$ cat config.mk
export PLATFORM = sky130hd
export DESIGN_NAME = hid_six_key_rollover_table_unit_flat
export DESIGN_NICKNAME = d
export VERILOG_FILES = /design/src/rtl/hid6kro_pkg.sv /design/src/rtl/hid6kro_if.sv /design/src/rtl/hid_six_key_rollover_table_unit.sv /design/src/flat_wrapper.sv
export SDC_FILE = /design/constraint.sdc
export NUM_CORES = 1
export LEC_CHECK = 0
export BUFFER_PORTS_ARGS = -buffer_cell sky130_fd_sc_hd__buf_4
export CORE_UTILIZATION = 58
export CTS_CLUSTER_SIZE = 16
export DETAILED_ROUTE_END_ITERATION = 12
export PLACE_DENSITY = 0.84
export SYNTH_ARGS = -nofsm -noshare
export SYNTH_HDL_FRONTEND = slang
export SYNTH_SLANG_ARGS = --single-unit
$ cat constraint.sdc
create_clock -name clk -period 8.8 [get_ports clk]
set_input_delay 1.32 -clock clk [delete_from_list [all_inputs] [get_ports clk]]
set_output_delay 1.32 -clock clk [all_outputs]
set_load 0.05 [all_outputs]
$ cat src/rtl/hid6kro_pkg.sv
// shared types and constants for the six-key rollover report table
package hid6kro_pkg;

  // default number of key-code slots kept in the table
  localparam int SLOT_COUNT_DEF = 6;

  // number of slot fields carried in each report
  localparam int REPORT_SLOTS = 6;

  // event codes on the mode field
  typedef logic [2:0] mode_t;
  localparam mode_t MODE_PRESS       = 3'd0;
  localparam mode_t MODE_RELEASE     = 3'd1;
  localparam mode_t MODE_SET_MOD     = 3'd2;
  localparam mode_t MODE_CLEAR_MOD   = 3'd3;
  localparam mode_t MODE_RELEASE_ALL = 3'd4;

  typedef logic [7:0] code_t;

endpackage

$ cat src/rtl/hid6kro_if.sv
// valid/ready channel interfaces for key events and report transactions
interface hid6kro_req_if
  import hid6kro_pkg::*;
  ();
  logic  valid;
  logic  ready;
  mode_t mode;
  code_t key;

  modport source (output valid, output mode, output key, input ready);
  modport sink (input valid, input mode, input key, output ready);
endinterface

interface hid6kro_rsp_if
  import hid6kro_pkg::*;
  ();
  logic  valid;
  logic  ready;
  logic  status;
  logic  changed;
  code_t modifier_out;
  code_t slot0;
  code_t slot1;
  code_t slot2;
  code_t slot3;
  code_t slot4;
  code_t slot5;

  modport source (
    output valid, output status, output changed, output modifier_out,
    output slot0, output slot1, output slot2, output slot3, output slot4,
    output slot5, input ready
  );
  modport sink (
    input valid, input status, input changed, input modifier_out,
    input slot0, input slot1, input slot2, input slot3, input slot4,
    input slot5, output ready
  );
endinterface

$ cat src/rtl/hid_six_key_rollover_table_unit.sv
// keyboard report table: key-code slots, modifier byte and event sequencer
// Holds SLOT_COUNT key-code slots (code 0 means empty) and one modifier byte,
// both cleared by reset. Each event on req (press, release, set or clear
// modifier bits, release all) gives exactly one transaction on rsp with a
// status bit, a changed bit and the whole report after the event. Press,
// release and release-all walk the slots one per cycle from slot 0 through a
// single shared compare unit, then pass through the apply and finish states,
// where the report is loaded; modifier events and unused codes skip the walk
// and go straight to the apply state. req is ready only while the sequencer is
// idle; a finished report waits in the output register while the next event
// is taken, and the sequencer holds its next report, with req not ready, until
// the previous one has gone. Slot fields with no slot behind them read 0.
module hid_six_key_rollover_table_unit
  import hid6kro_pkg::*;
#(
  parameter int SLOT_COUNT = SLOT_COUNT_DEF
) (
  input  logic              clk,
  input  logic              rst,
  hid6kro_req_if.sink       req,
  hid6kro_rsp_if.source     rsp
);

  localparam int IW    = (SLOT_COUNT > 1) ? $clog2(SLOT_COUNT) : 1;
  localparam int SHOWN = (SLOT_COUNT < REPORT_SLOTS) ? SLOT_COUNT : REPORT_SLOTS;
  localparam logic [IW-1:0] LAST_IDX = IW'(SLOT_COUNT - 1);

  typedef enum logic [1:0] {
    ST_IDLE,
    ST_SCAN,
    ST_APPLY,
    ST_FINISH
  } state_t;

  state_t        state;
  code_t         slots [SLOT_COUNT];
  code_t         modifier;
  logic [IW-1:0] idx;
  mode_t         cur_mode;
  code_t         cur_key;
  logic          key_hit;
  logic [IW-1:0] key_idx;
  logic          empty_hit;
  logic [IW-1:0] empty_idx;
  logic          status;
  logic          changed;

  // shared compare unit on the slot under the walk
  code_t cur_slot;
  logic  match_key;
  logic  match_empty;

  assign cur_slot    = slots[idx];
  assign match_key   = (cur_slot == cur_key);
  assign match_empty = (cur_slot == 8'd0);

  // report view of the slots, unbacked fields read zero
  code_t view [REPORT_SLOTS];

  always_comb begin
    for (int i = 0; i < REPORT_SLOTS; i++) begin
      view[i] = 8'd0;
    end
    for (int i = 0; i < SHOWN; i++) begin
      view[i] = slots[i];
    end
  end

  assign req.ready = (state == ST_IDLE);

  // sequencer, table state and output register
  always_ff @(posedge clk) begin
    if (rst) begin
      state     <= ST_IDLE;
      modifier  <= 8'd0;
      rsp.valid <= 1'b0;
      for (int i = 0; i < SLOT_COUNT; i++) begin
        slots[i] <= 8'd0;
      end
    end else begin
      // drop the report once taken, unless a new one is loaded in its place
      if (rsp.valid && rsp.ready && state != ST_FINISH) begin
        rsp.valid <= 1'b0;
      end
      case (state)
        ST_IDLE: begin
          if (req.valid) begin
            cur_mode  <= req.mode;
            cur_key   <= req.key;
            idx       <= '0;
            key_hit   <= 1'b0;
            empty_hit <= 1'b0;
            key_idx   <= '0;
            empty_idx <= '0;
            status    <= 1'b0;
            changed   <= 1'b0;
            if (req.mode == MODE_PRESS || req.mode == MODE_RELEASE ||
                req.mode == MODE_RELEASE_ALL) begin
              state <= ST_SCAN;
            end else begin
              state <= ST_APPLY;
            end
          end
        end
        ST_SCAN: begin
          // first matching slot and first empty slot, or clear for release all
          if (cur_mode == MODE_RELEASE_ALL) begin
            if (!match_empty) begin
              changed <= 1'b1;
            end
            slots[idx] <= 8'd0;
          end else begin
            if (match_key && !key_hit) begin
              key_hit <= 1'b1;
              key_idx <= idx;
            end
            if (match_empty && !empty_hit) begin
              empty_hit <= 1'b1;
              empty_idx <= idx;
            end
          end
          if (idx == LAST_IDX) begin
            state <= ST_APPLY;
          end else begin
            idx <= idx + 1'b1;
          end
        end
        ST_APPLY: begin
          case (cur_mode)
            MODE_PRESS: begin
              if (key_hit) begin
                status <= 1'b1;
              end else if (empty_hit) begin
                slots[empty_idx] <= cur_key;
                status           <= 1'b1;
                changed          <= 1'b1;
              end
            end
            MODE_RELEASE: begin
              if (key_hit) begin
                status <= 1'b1;
                if (cur_key != 8'd0) begin
                  slots[key_idx] <= 8'd0;
                  changed        <= 1'b1;
                end
              end
            end
            MODE_SET_MOD: begin
              modifier <= modifier | cur_key;
              changed  <= ((modifier | cur_key) != modifier);
            end
            MODE_CLEAR_MOD: begin
              modifier <= modifier & ~cur_key;
              changed  <= ((modifier & ~cur_key) != modifier);
            end
            MODE_RELEASE_ALL: begin
              if (modifier != 8'd0) begin
                changed <= 1'b1;
              end
              modifier <= 8'd0;
            end
            default: begin
            end
          endcase
          state <= ST_FINISH;
        end
        ST_FINISH: begin
          // load the report once the output register is free
          if (!rsp.valid || rsp.ready) begin
            rsp.valid        <= 1'b1;
            rsp.status       <= status;
            rsp.changed      <= changed;
            rsp.modifier_out <= modifier;
            rsp.slot0        <= view[0];
            rsp.slot1        <= view[1];
            rsp.slot2        <= view[2];
            rsp.slot3        <= view[3];
            rsp.slot4        <= view[4];
            rsp.slot5        <= view[5];
            state            <= ST_IDLE;
          end
        end
        default: begin
          state <= ST_IDLE;
        end
      endcase
    end
  end

endmodule
$ cat src/flat_wrapper.sv
// flat-port wrapper written by rule: the top's interface ports become plain ports
module hid_six_key_rollover_table_unit_flat import hid6kro_pkg::*;
#(
  parameter int SLOT_COUNT = SLOT_COUNT_DEF
)
  (clk, rst, req_valid, req_mode, req_key, req_ready, rsp_valid, rsp_status, rsp_changed, rsp_modifier_out, rsp_slot0, rsp_slot1, rsp_slot2, rsp_slot3, rsp_slot4, rsp_slot5, rsp_ready);
  hid6kro_req_if req_i ();
  hid6kro_rsp_if rsp_i ();
  input  logic clk;
  input  logic rst;
  input wire logic [$bits(req_i.valid)-1:0] req_valid;
  input wire logic [$bits(req_i.mode)-1:0] req_mode;
  input wire logic [$bits(req_i.key)-1:0] req_key;
  output wire logic [$bits(req_i.ready)-1:0] req_ready;
  output wire logic [$bits(rsp_i.valid)-1:0] rsp_valid;
  output wire logic [$bits(rsp_i.status)-1:0] rsp_status;
  output wire logic [$bits(rsp_i.changed)-1:0] rsp_changed;
  output wire logic [$bits(rsp_i.modifier_out)-1:0] rsp_modifier_out;
  output wire logic [$bits(rsp_i.slot0)-1:0] rsp_slot0;
  output wire logic [$bits(rsp_i.slot1)-1:0] rsp_slot1;
  output wire logic [$bits(rsp_i.slot2)-1:0] rsp_slot2;
  output wire logic [$bits(rsp_i.slot3)-1:0] rsp_slot3;
  output wire logic [$bits(rsp_i.slot4)-1:0] rsp_slot4;
  output wire logic [$bits(rsp_i.slot5)-1:0] rsp_slot5;
  input wire logic [$bits(rsp_i.ready)-1:0] rsp_ready;
  assign req_i.valid = req_valid;
  assign req_i.mode = req_mode;
  assign req_i.key = req_key;
  assign req_ready = req_i.ready;
  assign rsp_valid = rsp_i.valid;
  assign rsp_status = rsp_i.status;
  assign rsp_changed = rsp_i.changed;
  assign rsp_modifier_out = rsp_i.modifier_out;
  assign rsp_slot0 = rsp_i.slot0;
  assign rsp_slot1 = rsp_i.slot1;
  assign rsp_slot2 = rsp_i.slot2;
  assign rsp_slot3 = rsp_i.slot3;
  assign rsp_slot4 = rsp_i.slot4;
  assign rsp_slot5 = rsp_i.slot5;
  assign rsp_i.ready = rsp_ready;
  hid_six_key_rollover_table_unit #(.SLOT_COUNT(SLOT_COUNT)) u_core (.clk(clk), .rst(rst), .req(req_i), .rsp(rsp_i));
endmodule
==> results of run 1 <==
[power by group]
group	leakage (uW)	internal (uW)	switching, uW	total [uW]
clock network	0.000270	417	275	693
logic	0.00117	171	265	436
registers	0.00152	903	67.4	970
[state kept, by name (all words and copies together) (netlist names), 7 cells and up, named ones only]
register	count
u_core.rsp.modifier_out	8
rsp_slot3	8
u_core.cur_key	8
u_core.modifier	8
rsp_slot4	8
rsp_slot1	8
rsp_slot2	8
rsp_slot0	8
u_core.slots	64
u_core.rsp.slot5	7
[routing by layer]
| metal | share of wire | wire length, um | GRT usage |
|---|---|---|---|
| met2 | 0.52 | 7610 | 0.419 |
| met5 | 0 | 0 | 0 |
| met1 | 0.38 | 5490 | 0.311 |
| met4 | 0.015 | 221 | 0.0969 |
| met3 | 0.081 | 1180 | 0.0574 |
[placed cells by master, fill, tap and decap left out, types with 5 or more instances in the layout]
cell / n
mux2_2: 5
xnor2_1: 8
a21oi_1: 14
mux2i_1: 6
o21ai_0: 16
clkbuf_16: 17
and2_1: 25
inv_1: 20
buf_4: 77
nand2_1: 36
nand2b_1: 5
ha_1: 6
nor2_1: 58
clkbuf_1: 5
mux4_1: 10
nor3_1: 9
o22ai_1: 6
dfxtp_1: 14
edfxtp_1: 146
nor2b_1: 8
[metrics by stage]
stage | setup slack (ns) | std cells | hold WS (ns)
after floorplan | 2.04 | 476 | 0.400
after detailed placement | 5.19 | 682 | 0.418
final | 5.42 | 714 | 0.421
after global routing | 5.18 | 714 | 0.429
after global placement | 5.31 | 682 | 0.406
after CTS | 5.49 | 714 | 0.424
[cell families (layout without fill, tap and decap cells)]
family | Yosys count | in the layout
flip-flops | 160 | 160
AND/OR/NAND/NOR | 161 | 161
adder cells (fa/ha/maj) | 6 | 6
multiplexers | 25 | 25
XOR/XNOR | 11 | 11
buffers and inverters | 35 | 130
AO/OA/AOI/OAI | 78 | 78
[layout make-up]
class | count | area share
clock inverters | 6 | 0.00743
flip-flops and latches | 160 | 0.577
well taps | 143 | 0.0221
clock buffers | 26 | 0.0617
multi-input cells | 281 | 0.251
inverters | 21 | 0.00975
repair buffers | 77 | 0.0715
[path summary, 6_finish.rpt]
path                                     start  cells after the start                   to
worst min-delay path            u_core.changed                      0   u_core.rsp.changed
worst max-delay path                      flop                      6  u_core.empty_idx[0]
worst max register to register            flop                      6  u_core.empty_idx[0]
worst min register to register  u_core.changed                      0   u_core.rsp.changed
==> qor.yml, run 1 <==
status:
  outcome: "complete, no violations"
floorplan:
  std_cell_rows: 39
  core_um2: 11500
  die-area_um2: 12200
  die_w_um: 111
  io_pins: 75
  start_util: 0.597
  die_y_um: 111
clocking:
  cts-root-buf: "clkbuf_16"
  clock_latency_ns: 0.43
  cts_tree: "done"
  cts_resized: 0
  clockBufferDepth: 2
  post_cts_buffers: 0
  htreeDepth: 4
  clock_sinks: 160
  clkTransAtPathRegs_ns: 0.06
  cts_buffers: 17
  cts_hold_buf: 0
critical_path:
  cp-end-kind: "flop"
  cp.required_ns: 8.89
  critPathLaunchType: "flop"
  critPathArrivalTime_ns: 3.47
  cpMaxStageDelayCell: "dfxtp_1"
  cp_max_fo: 24
  crit_type: "flop to flop"
  cp_num_buf_inv: 0
  max_stage_delay_ns: 1.05
  critPathTopFamily: "flip-flops"
  ff2ff_setup_slack_ns: 5.42
  cp_cell_sequence: "mux4_1, mux2i_1, nand2_1, a2111oi_2, nand3_1, a21oi_1"
timing:
  finalCritPeriodShare: 0.384
  setup_tns_ns: 0
  fmax_mhz: 296
  setup_viol: 0
  clock_skew_ns: 0.00816
  timing.slew.headroom: 0.162
  final.min_clock_period_ns: 3.38
  hold_viol: 0
  finalMaxSlewViolations: 0
  rsz0062_at_grt: "no"
  tightest_slew_ns: 1.24
drt:
  drt-total-wl_um: 14500
  vias: 4345
  ant_nets: 0
  dr.first_iter.drc_count: 444
  post_drt_wl_per_cell_um: 20.3
  drtPass1Iterations: 5
  avgViaCountPerCell: 6.09
  drt_drc_violations_left: 0
pwr:
  total_power_uw: 2100
  power.static_leakage_uw: 0.00296
  power_density_nw_per_um2: 260
  ir_drop_mv: 0.251
synthesis:
  synth_compound_area_frac: 0.0840
  ys_warn_count: 0
  synth_nets: 497
  ys_top_cells_by_count: "edfxtp_1, nor2_1, nand2_1"
  yosysMostFrequentCell: "edfxtp_1"
  synth_top_area_cell: "edfxtp_1"
  ys.flop_type: "edfxtp_1"
  synth.distinct_cells: 63
  synth_edf_count: 146
  synthSimpleGateAreaFrac: 0.118
  synthMuxAreaShare: 0.0685
  yosysSeqAreaShare: 0.681
  synth_top_area_frac: 0.640
  synth_top_family_by_area: "simple AND/OR/NAND/NOR gates"
  synthCells: 476
  yosys.area_share.xor_xnor: 0.0141
  synthAdderAreaFrac: 0.0110
  ys_top_cells_by_area: "edfxtp_1, dfxtp_1, mux4_1"
  syn_avg_cell_area_um2: 14.4
  synth_seq_cells: 160
  netlist_area_um2: 6850
  async_flop_share: 0
final_layout:
  layout.area.seq_um2: 4660
  n_antenna_cell: 0
  synthToLayoutAreaGrowth_pct: 18.1
  final_area_um2: 8090
  multi_input_comb_area_um2: 2030
  drive_gt1_frac: 0.224
  nets: 579
  post-route-util: 0.705
  fill_cells: 703
global_route:
  grt_overflow: 0
  grt_pass1_vias: 4217
  antenna_found_initial: 0
  track_usage: 0.248
  grt_max_degree: 41
  grt_first_pass_wirelength_um: 22600
place:
  io_buffers: 74
  placed_area_um2: 7530
  place.gp.congestion: 0.892
  dp_hpwl_um: 10100
worst_hold_path:
  hold_class: "flop to flop"
run:
  drv_cap: 0
Note: power is estimated with default switching activity, not from simulation.
==> run 2: changes to the inputs <==
Settings changed: CORE_UTILIZATION 58 to 53, PLACE_DENSITY 0.84 to 0.81.
Clock period 8.8 ns to 2.8 ns, I/O delays scaled along.
==> qor.yml, run 2 (synthesis gave the netlist of run 1 again) <==
pwr:
  p_switching_uw: 1960
  ir_drop_mv: 0.706
  power.static_leakage_uw: 0.00318
  pwr-share-comb: 0.209
  swShare: 0.279
  power_density_nw_per_um2: 826
  seqPwrFrac: 0.434
  clock_power_share: 0.357
  internal_power_uw: 5050
place:
  dp_cells: 745
  dp_hpwl_um: 10700
  placed_area_um2: 7830
  place.gp.congestion: 0.922
  io_buffers: 74
timing:
  rsz0062_at_grt: "no"
  timing.slew.headroom: 0.487
  final.min_clock_period_ns: 2.61
  finalCritPeriodShare: 0.931
  setup_tns_ns: 0
  tightest_slew_ns: 0.766
  fmax_mhz: 384
  setup_viol: 0
  clock_skew_ns: 0.00942
  hold_viol: 0
  finalMaxSlewViolations: 0
final_layout:
  post-route-util: 0.672
  final_area_um2: 8480
  fill_cells: 910
  n_antenna_cell: 0
  layoutNonFillerInstCount: 777
  nets: 613
  largest_reg_flops: 64
  layout_common_cells: "edfxtp_1, buf_4, nor2_1, nand2_1, and2_1"
  synthToLayoutAreaGrowth_pct: 23.9
  top_register: "u_core.slots"
  final_common_cell: "edfxtp_1"
  drive_gt1_frac: 0.278
status:
  outcome: "complete, no violations"
floorplan:
  die_y_um: 116
  core_um2: 12600
  io_pins: 75
  start_util: 0.543
  die_w_um: 116
  die-area_um2: 13400
  std_cell_rows: 41
clocking:
  post_cts_buffers: 0
  clockBufferDepth: 2
  clkTransAtPathRegs_ns: 0.06
  clock_latency_ns: 0.43
  cts_resized: 0
  cts_tree: "done"
  cts_buffers: 17
  cts_hold_buf: 0
  cts-root-buf: "clkbuf_16"
  htreeDepth: 4
  clock_sinks: 160
critical_path:
  cp_max_fo: 15
  critPathLaunchType: "flop"
  critPathTopFamily: "multiplexers"
  crit_type: "flop to flop"
  cpMaxStageDelayCell: "mux4_1"
  reg2reg_depth: 8
  max_stage_delay_ns: 0.60
  critPathArrivalTime_ns: 2.75
  crit_path_frequent_cell: "buf_4"
  cp_cell_sequence: "buf_4, mux4_1, mux2i_1, xnor2_1, nor2_1, nand4_1, o22ai_1, buf_4"
  cp_num_cells: 8
  cp-end-kind: "flop"
  cp.required_ns: 2.94
  cp_num_buf_inv: 2
drt:
  vias: 4416
  avgViaCountPerCell: 5.68
  ant_nets: 0
  post_drt_wl_per_cell_um: 19.0
  drt_drc_violations_left: 0
  dr.first_iter.drc_count: 354
  drtPass1Iterations: 5
  drt-total-wl_um: 14800
global_route:
  grt_pass1_vias: 4369
  grt_max_degree: 41
  antenna_found_initial: 0
  grt_first_pass_wirelength_um: 22800
  track_usage: 0.237
  grt_overflow: 0
worst_hold_path:
  whs_path_depth: 1
  hold_class: "primary input to flop"
run:
  drv_cap: 0
==> run 2: final timing paths <==
check / start / to / slack (ns)
setup / recovery: flop / u_core.key_hit / 0.19
hold / removal: req_key[0] / u_core.cur_key[0] / 0.17
setup reg to reg: flop / u_core.key_hit / 0.19
hold reg to reg: u_core.status / u_core.rsp.status / 0.46
==> run 2: cell type report <==
| type | count | area (um^2) | share of cell area |
|---|---|---|---|
| clock buffers | 20 | 437 | 0.0515 |
| repair buffers | 111 | 833 | 0.0982 |
| flip-flops and latches | 160 | 4670 | 0.550 |
| multi-input cells | 281 | 2050 | 0.242 |
| well taps | 172 | 215 | 0.0254 |
| inverters | 21 | 78.8 | 0.00929 |
| clock inverters | 12 | 205 | 0.0242 |
==> run 2: per-layer routing <==
metal  GRT usage  routed length, um
met1       0.267               5620
met2       0.417               7800
met3      0.0685                815
met4       0.114                547
met5           0                  0
==> run 2: power by group through the flow <==
stage / sequential [uW] / combinational, uW / clock, uW
floorplan: 3110 / 988 / 0
global placement: 3080 / 1390 / 0
detailed placement: 3080 / 1440 / 0
CTS: 3040 / 1450 / 2520
global route: 3060 / 1580 / 2610
finish: 3040 / 1470 / 2500
==> run 2: per-stage QoR <==
stage               hold WS, ns  setup slack (ns)  total power, uW
global placement          0.455             0.181             4470
detailed placement        0.419            0.0324             4530
global route              0.154            0.0331             7250
floorplan                 0.400           0.00693             4100
CTS                       0.159            0.0273             7010
finish                    0.172             0.194             7010
==> run 3: changes to the inputs <==
Settings changed: PLACE_DENSITY 0.81 to not set, PLACE_DENSITY_LB_ADDON set to 0.2.
==> qor.yml, run 3 (synthesis gave the netlist of run 1 again) <==
status:
  outcome: "complete, no violations"
clocking:
  htreeDepth: 4
  clockBufferDepth: 2
  clock_sinks: 160
  cts_buffers: 17
  clock_latency_ns: 0.43
  cts_tree: "done"
  cts-root-buf: "clkbuf_16"
  cts_resized: 1
  post_cts_buffers: 0
  cts_hold_buf: 0
  clkTransAtPathRegs_ns: 0.06
global_route:
  grt_overflow: 0
  track_usage: 0.230
  grt_first_pass_wirelength_um: 22000
  grt_max_degree: 38
  antenna_found_initial: 0
  grt_pass1_vias: 4190
critical_path:
  cp.required_ns: 2.92
  cp_max_fo: 9
  cp-end-kind: "flop"
  crit_type: "flop to flop"
  critPathArrivalTime_ns: 2.75
  critPathLaunchType: "flop"
final_layout:
  fill_cells: 936
  n_antenna_cell: 0
  layoutNonFillerInstCount: 779
  drive_gt1_frac: 0.278
  post-route-util: 0.670
  synthToLayoutAreaGrowth_pct: 23.4
  top_register: "u_core.slots"
  largest_reg_flops: 64
  final_common_cell: "edfxtp_1"
  layout_common_cells: "edfxtp_1, buf_4, nor2_1, nand2_1, and2_1"
  nets: 615
run:
  drv_cap: 0
place:
  dp_cells: 747
  io_buffers: 74
  dp_hpwl_um: 10600
  place.gp.congestion: 0.879
worst_hold_path:
  hold_class: "primary input to flop"
pwr:
  ir_drop_mv: 0.461
  total_power_uw: 6810
  power_density_nw_per_um2: 806
  power.static_leakage_uw: 0.00316
floorplan:
  die_y_um: 116
  die_w_um: 116
  die-area_um2: 13400
  core_um2: 12600
  start_util: 0.543
  std_cell_rows: 41
  io_pins: 75
drt:
  drt_drc_violations_left: 0
  vias: 4338
  drtPass1Iterations: 5
  drt-total-wl_um: 14400
  post_drt_wl_per_cell_um: 18.4
  ant_nets: 0
  dr.first_iter.drc_count: 282
  avgViaCountPerCell: 5.57
timing:
  finalMaxSlewViolations: 0
  finalCritPeriodShare: 0.938
  tightest_slew_ns: 0.772
  final.min_clock_period_ns: 2.63
  rsz0062_at_grt: "no"
  setup_viol: 0
  fmax_mhz: 381
  hold_viol: 0
  timing.slew.headroom: 0.480
  clock_skew_ns: 0.00707
-- run 3: cell types whose count changed in the layout (fill, tap and decap cells not counted), sizes merged --
cell / before / now
inv: 25 / 21
bufinv: 5 / 3
clkinv: 2 / 10
clkbuf: 20 / 18
buf: 111 / 113
-- run 3: through the flow --
stage / instance area (um^2) / hold slack [ns] / setup TNS [ns] / worst slack, ns
2_1_floorplan: 6890 / 0.400 / 0 / 0.00693
3_3_place_gp: 7850 / 0.420 / 0 / 0.120
3_5_place_dp: 7850 / 0.413 / -0.300 / -0.0751
4_1_cts: 8430 / 0.155 / 0 / 0.0961
5_1_grt: 8450 / 0.152 / 0 / 0.0205
6_report: 8450 / 0.167 / 0 / 0.173
-- run 3: critical path: stages (launching register included) --
cell and delay (ns):
dfxtp_1 0.34, inv_1 0.09, ha_1 0.28, nor2b_1 0.35, a32oi_1 0.26, or3_1 0.44
o22ai_4 0.27, or2_2 0.29
-- run 3: area by class of cell --
class,instances,area [um^2],share of cell area
Sequential cell,160,4670,0.552
Multi-Input combinational cell,281,2060,0.243
Timing Repair Buffer,113,861,0.102
Clock buffer,18,429,0.0508
Tap cell,172,215,0.0255
Clock inverter,14,148,0.0175
Inverter,21,78.8,0.00932
-- run 3: report_power, final --
part,total [uW],leakage (uW),switching (uW),internal [uW]
sequential,3040,0.00152,198,2840
combinational,1530,0.00135,855,678
clock,2240,0.000286,865,1380
-- run 3: path summary, 6_finish.rpt --
check / start / depth (start not counted) / slack (ns) / endpoint
setup / recovery: u_core.state[0] / 7 / 0.17 / u_core.slots[3][3]
hold / removal: req_key[0] / 1 / 0.17 / u_core.cur_key[0]
setup reg to reg: u_core.state[0] / 7 / 0.17 / u_core.slots[3][3]
hold reg to reg: u_core.changed / 0 / 0.43 / u_core.rsp.changed
-- run 3: metal layers --
metal / wire [um] / track usage / vias up
met5: 0 / 0 / -
met4: 314 / 0.0991 / 0
met3: 650 / 0.0471 / 24
met2: 7680 / 0.414 / 142
met1: 5720 / 0.268 / 2135
li1: - / - / 2037
